`src/sv/separable_2d_filter_unit_macros.svh`:
```
// ----------------------------------------------------------------------------
// separable 2-d filter unit assertion macros
// concurrent checks on clk_i, disabled while rst_ni is low
// ----------------------------------------------------------------------------
`ifndef SEPARABLE_2D_FILTER_UNIT_MACROS_SVH
`define SEPARABLE_2D_FILTER_UNIT_MACROS_SVH

`ifndef SYNTH
// condition must never hold
`define SF2D_ASSERT_NEVER(lbl, cond) \
  lbl: assert property (@(posedge clk_i) disable iff (!rst_ni) !(cond)) \
    else $error("sf2d check failed");
// pre in one cycle implies post in the next
`define SF2D_ASSERT_NEXT(lbl, pre, post) \
  lbl: assert property (@(posedge clk_i) disable iff (!rst_ni) (pre) |=> (post)) \
    else $error("sf2d check failed");
`else
`define SF2D_ASSERT_NEVER(lbl, cond)
`define SF2D_ASSERT_NEXT(lbl, pre, post)
`endif

`endif

```
`src/sv/sf2d_pkg.sv`:
```
// ----------------------------------------------------------------------------
// sf2d_pkg
// shared constants, types and coefficient helpers of the separable filter
// ----------------------------------------------------------------------------
package sf2d_pkg;

  localparam int unsigned MAX_WIDTH_DEF  = 1024;
  localparam int unsigned MAX_TAPS_DEF   = 10;
  localparam int unsigned MAX_HEIGHT_DEF = 4096;

  localparam int SAMPLE_W     = 16;
  localparam int COEF_W       = 12;
  localparam int MID_W        = 20;
  localparam int RES_W        = 24;
  localparam int FRAC_W       = 10;
  localparam int NUM_COEF     = 10;
  localparam int COEF_PER_REG = 5;
  localparam int COEF_REG_W   = 60;
  localparam int FW_W         = 11;
  localparam int TAPCFG_W     = 4;

  localparam int APB_AW = 6;
  localparam int APB_DW = 64;

  localparam int FIFO_DEPTH = 9;
  localparam int FIFO_PTR_W = $clog2(FIFO_DEPTH);
  localparam int FIFO_CNT_W = $clog2(FIFO_DEPTH + 1);

  typedef enum logic [2:0] {
    REG_FRAME_WIDTH = 3'd0,
    REG_ROW_TAPS    = 3'd1,
    REG_COL_TAPS    = 3'd2,
    REG_ACCUMULATE  = 3'd3,
    REG_ROW_LO      = 3'd4,
    REG_ROW_HI      = 3'd5,
    REG_COL_LO      = 3'd6,
    REG_COL_HI      = 3'd7
  } reg_idx_e;

  typedef struct packed {
    logic                  empty;
    logic                  full;
    logic [FIFO_CNT_W-1:0] count;
  } fifo_stat_t;

  // coefficient idx out of a lo/hi register pair, zero beyond the stored set
  function automatic logic signed [COEF_W-1:0] get_coef(
    input logic [COEF_REG_W-1:0] lo,
    input logic [COEF_REG_W-1:0] hi,
    input int unsigned           idx
  );
    logic [COEF_REG_W-1:0] src;
    int unsigned           pos;
    if (idx >= NUM_COEF) begin
      return '0;
    end
    src = (idx < COEF_PER_REG) ? lo : hi;
    pos = ((idx < COEF_PER_REG) ? idx : idx - COEF_PER_REG) * COEF_W;
    return $signed(src[pos +: COEF_W]);
  endfunction

endpackage

```
`src/sv/sf2d_fifo.sv`:
```
// ----------------------------------------------------------------------------
// sf2d_fifo
// small result queue between the filter pipeline and the output channel
// ----------------------------------------------------------------------------
module sf2d_fifo #(
  parameter int DW = 47
) (
  input  logic                   clk_i,
  input  logic                   rst_ni,
  input  logic                   push_i,
  input  logic [DW-1:0]          wdata_i,
  input  logic                   pop_i,
  output logic [DW-1:0]          rdata_o,
  output sf2d_pkg::fifo_stat_t   stat_o
);
  import sf2d_pkg::*;

  logic [DW-1:0]         mem_q [FIFO_DEPTH];
  logic [FIFO_PTR_W-1:0] wr_ptr_q, wr_ptr_d, rd_ptr_q, rd_ptr_d;
  logic [FIFO_CNT_W-1:0] cnt_q, cnt_d;
  logic                  do_push, do_pop;

  assign do_push = push_i && (cnt_q != FIFO_CNT_W'(FIFO_DEPTH));
  assign do_pop  = pop_i && (cnt_q != '0);

  always_comb begin
    wr_ptr_d = wr_ptr_q;
    rd_ptr_d = rd_ptr_q;
    cnt_d    = cnt_q;
    if (do_push) begin
      wr_ptr_d = (wr_ptr_q == FIFO_PTR_W'(FIFO_DEPTH - 1)) ? '0 : wr_ptr_q + 1'b1;
    end
    if (do_pop) begin
      rd_ptr_d = (rd_ptr_q == FIFO_PTR_W'(FIFO_DEPTH - 1)) ? '0 : rd_ptr_q + 1'b1;
    end
    if (do_push && !do_pop) begin
      cnt_d = cnt_q + 1'b1;
    end else if (!do_push && do_pop) begin
      cnt_d = cnt_q - 1'b1;
    end
  end

  always_ff @(posedge clk_i or negedge rst_ni) begin
    if (!rst_ni) begin
      wr_ptr_q <= '0;
      rd_ptr_q <= '0;
      cnt_q    <= '0;
    end else begin
      wr_ptr_q <= wr_ptr_d;
      rd_ptr_q <= rd_ptr_d;
      cnt_q    <= cnt_d;
    end
  end

  always_ff @(posedge clk_i) begin
    if (do_push) begin
      mem_q[wr_ptr_q] <= wdata_i;
    end
  end

  assign rdata_o      = mem_q[rd_ptr_q];
  assign stat_o.empty = (cnt_q == '0);
  assign stat_o.full  = (cnt_q == FIFO_CNT_W'(FIFO_DEPTH));
  assign stat_o.count = cnt_q;

endmodule
```
`config.mk`:
```
export PLATFORM = sky130hd
export DESIGN_NAME = sf2d_fifo
export DESIGN_NICKNAME = d
export VERILOG_FILES = /design/src/sv/separable_2d_filter_unit_macros.svh /design/src/sv/sf2d_pkg.sv /design/src/sv/sf2d_fifo.sv
export SDC_FILE = /design/constraint.sdc
export NUM_CORES = 1
export LEC_CHECK = 0
export BUFFER_PORTS_ARGS = -buffer_cell sky130_fd_sc_hd__buf_4
export CORE_MARGIN = 3
export CORE_UTILIZATION = 63
export CTS_BUF_LIST = sky130_fd_sc_hd__clkbuf_4 sky130_fd_sc_hd__clkbuf_8
export DETAILED_ROUTE_END_ITERATION = 12
export HOLD_SLACK_MARGIN = 0.02
export MAX_ROUTING_LAYER = met4
export PLACE_DENSITY = 0.82
export SETUP_SLACK_MARGIN = 0.15
export SLEW_MARGIN = 20
export SYNTH_ARGS = -nofsm -noshare
export SYNTH_HDL_FRONTEND = slang
export SYNTH_SLANG_ARGS = --single-unit
```
`constraint.sdc`:
```
create_clock -name clk_i -period 5.7 [get_ports clk_i]
set_input_delay 1.14 -clock clk_i [delete_from_list [all_inputs] [get_ports clk_i]]
set_output_delay 1.14 -clock clk_i [all_outputs]
set_load 0.02 [all_outputs]
```
==> out/results.ini <==
[outcome]
status=complete, no violations

[sta]
period_needed_ns=4.27
worst_slack_ns=1.43
setup_tns_ns=0
tightest_slew_ns=1.12
slew_headroom_pct=25.1
hold_violations=0
rsz0062_at_grt=no
finalSetupViolations=0
max_freq_ghz=0.234
drv_slew=0
clock_skew_ns=0.0160
min_period_over_period_pct=74.8

[clock_network]
cts_setup_buffers=0
ctsLongestPathBuffers=3
path_clk_slew_ns=0.06
hold_buffers=0
numClockSinks=435
clkLatencyLatePin_ns=0.57
numCtsBuffers=67
cts-root-buf=clkbuf_8
htreeDepth=3
cts_resized=0
tritoncts=built

[pwr]
p_comb_share_pct=32.6
irDropWorstVdd_mv=0.351
seq_power_share_pct=43.0
switchingPower_uw=3320
p_clk_share_pct=24.4
p_leak_uw=0.00667
p_sw_share_pct=33.4
internal-power_uw=6620
power.density_mw_per_mm2=513

[placed_design]
portBuffers=103
gp_congestion=0.733
dp_cells=1343
dp_hpwl_mm=16.8
dp_slack_ns=2.03

[critical_path]
path_cells=buf_4 -> mux2_2 -> o22ai_1 -> a221o_1 -> o21ai_1 -> buf_4
crit_slowest_cell=dfrtp_4
startpoint_type=flop
cp_data_required_time_ns=4.56
path_buf_inv=2
crit_arrival_ns=3.13
end_kind=output port
path_delay_family=flip-flops
cpPeakStageDelay_ns=1.15
crit_top_cell=buf_4
cp_max_fo=70
crit_type=flop to output port

[floorplan]
die-area_sq_mm=0.0290
core_sq_mm=0.0263
fp.dieH_um=170
pin_count=104
initial_core_util_pct=64.8
rows=59
die-width_um=170

[route]
firstDrtPassIters=7
drtIter0Drc=865
viasPerCell=6.09
wirelength_mm=32.7
wire_per_inst_um=22.4
dr_total_vias=8902
drt.antenna.violating_nets=0
remaining_drc_errors=0

[global_routing]
grt_pass1_wl_mm=50.4
track_usage_pct=23.5
antenna_found_initial=0
grt_overflow_total=0
grt_pass1_vias=9149
grt_max_degree=99

[final_layout]
final_cells=1461
syn2layout_area_growth_pct=13.7
drive_above_1_share_pct=26.5
fin_util_pct=73.7
num_antenna_cells=0
mostFrequentLayoutCells=423 x edfxtp_1, 112 x buf_4, 95 x mux2i_1, 69 x clkbuf_8
layout_commonest_cell=edfxtp_1
nets=1138

[logic_synthesis]
yosysWarnings=0
syn_inst=946
syn-num-nets=1007
synth_area_per_cell_sq_um=18.0
ys_types=39
syn_area_sq_mm=0.0170
ys_ff_latch=435
yosysSeqAreaShare_pct=76.3

[worst_hold_path]
holdCritPathClass=primary input to asynchronous set/reset pin

[flow_run]
cap_viol_max_count=0

-- worst reg2reg max path: stages, from the launching register on --
cell,delay (ns)
dfrtp_1,0.46
and4bb_2,0.32
nor4b_1,0.66
and2_2,0.99
buf_4,0.42
-- layout make-up --
| class | instances | area (sq um) |
|---|---|---|
| Tap cell | 335 | 419 |
| Fill cell | 1535 | 6920 |
| Clock inverter | 22 | 110 |
| Sequential cell | 435 | 13000 |
| Inverter | 9 | 33.8 |
| Timing Repair Buffer | 115 | 901 |
| Clock buffer | 96 | 1150 |
| Multi-Input combinational cell | 449 | 3730 |
-- synth_stat cells --
library cell | n | share of area [%]
mux2_2 | 58 | 3.8
mux2i_1 | 95 | 5.6
fa_1 | 1 | 0.12
buf_12 | 1 | 0.12
buf_2 | 11 | 0.32
nand2_1 | 59 | 1.3
and4bb_2 | 1 | 0.073
nor2_1 | 2 | 0.044
nor3_1 | 5 | 0.15
nor2b_1 | 2 | 0.073
a2111oi_0 | 1 | 0.051
buf_8 | 1 | 0.088
o22ai_1 | 13 | 0.48
inv_2 | 2 | 0.044
xnor2_1 | 2 | 0.10
a21oi_1 | 3 | 0.088
a22oi_1 | 34 | 1.5
o221ai_1 | 34 | 1.7
edfxtp_1 | 423 | 75
buf_4 | 8 | 0.35
o21ai_0 | 12 | 0.35
nor4b_1 | 3 | 0.15
ha_1 | 9 | 0.66
o31ai_1 | 1 | 0.044
clkbuf_1 | 20 | 0.44
buf_1 | 7 | 0.15
nand3_1 | 1 | 0.029
o211ai_1 | 1 | 0.044
nor4_2 | 1 | 0.073
a21o_1 | 2 | 0.088
buf_6 | 5 | 0.33
inv_1 | 7 | 0.15
and2_1 | 8 | 0.29
mux2_1 | 38 | 2.5
nand2b_1 | 2 | 0.073
a22o_1 | 1 | 0.051
o21ai_1 | 47 | 1.4
dfrtp_1 | 12 | 1.8
a221o_1 | 13 | 0.76
-- sequential cells by signal (all words and copies together) (netlist names) --
register  flops
cnt_q         4
mem_q       423
wr_ptr_q      4
rd_ptr_q      4
-- per-layer routing --
| metal | vias to the layer above | part of all wire, % | global-route usage (%) |
|---|---|---|---|
| met2 | 347 | 50 | 37.2 |
| met4 | 0 | 2.5 | 8.57 |
| li1 | 4059 | - | - |
| met1 | 4424 | 41 | 31.1 |
| met5 | - | 0 | - |
| met3 | 72 | 7.0 | 4.51 |
-- cells by family after synthesis --
family / count (synthesis) / share of synthesized area [%]
adder cells (fa/ha/maj): 10 / 0.779
AND/OR/NAND/NOR: 84 / 2.26
buffers and inverters: 62 / 2.01
XOR/XNOR: 2 / 0.103
multiplexers: 191 / 11.9
flip-flops: 435 / 76.3
AO/OA/AOI/OAI: 162 / 6.59
-- metrics by stage --
step | power, uW | hold WS [ns] | area [sq um]
3_3_place_gp | 7520 | 0.579 | 18100
4_1_cts | 10000 | 0.381 | 19400
5_1_grt | 10400 | 0.379 | 19400
3_5_place_dp | 7600 | 0.586 | 18100
2_1_floorplan | 6430 | 0.563 | 17000
6_report | 9940 | 0.413 | 19400
-- power groups by stage --
stage | combinational (uW) | clock [uW] | sequential [uW]
2_1_floorplan | 2320 | 0 | 4120
3_3_place_gp | 3200 | 0 | 4320
3_5_place_dp | 3260 | 0 | 4340
4_1_cts | 3270 | 2460 | 4280
5_1_grt | 3480 | 2600 | 4320
6_report | 3240 | 2420 | 4270
-- worst paths after layout --
path	start	endpoint	slack, ns	cells past startpoint
worst min-delay path	rst_ni	wr_ptr_q[2]	0.41	1
worst max register to register	cnt_q[0]	mem_q[3][11]	2.54	4
worst min register to register	cnt_q[2]	cnt_q[2]	0.60	2
min in group clk_i	cnt_q[2]	cnt_q[2]	0.60	2
max in group asynchronous	rst_ni	rd_ptr_q[3]	5.10	1
worst max-delay path	rd_ptr_q[0]	rdata_o[23]	1.43	6
(Power assumes the default switching activity.)
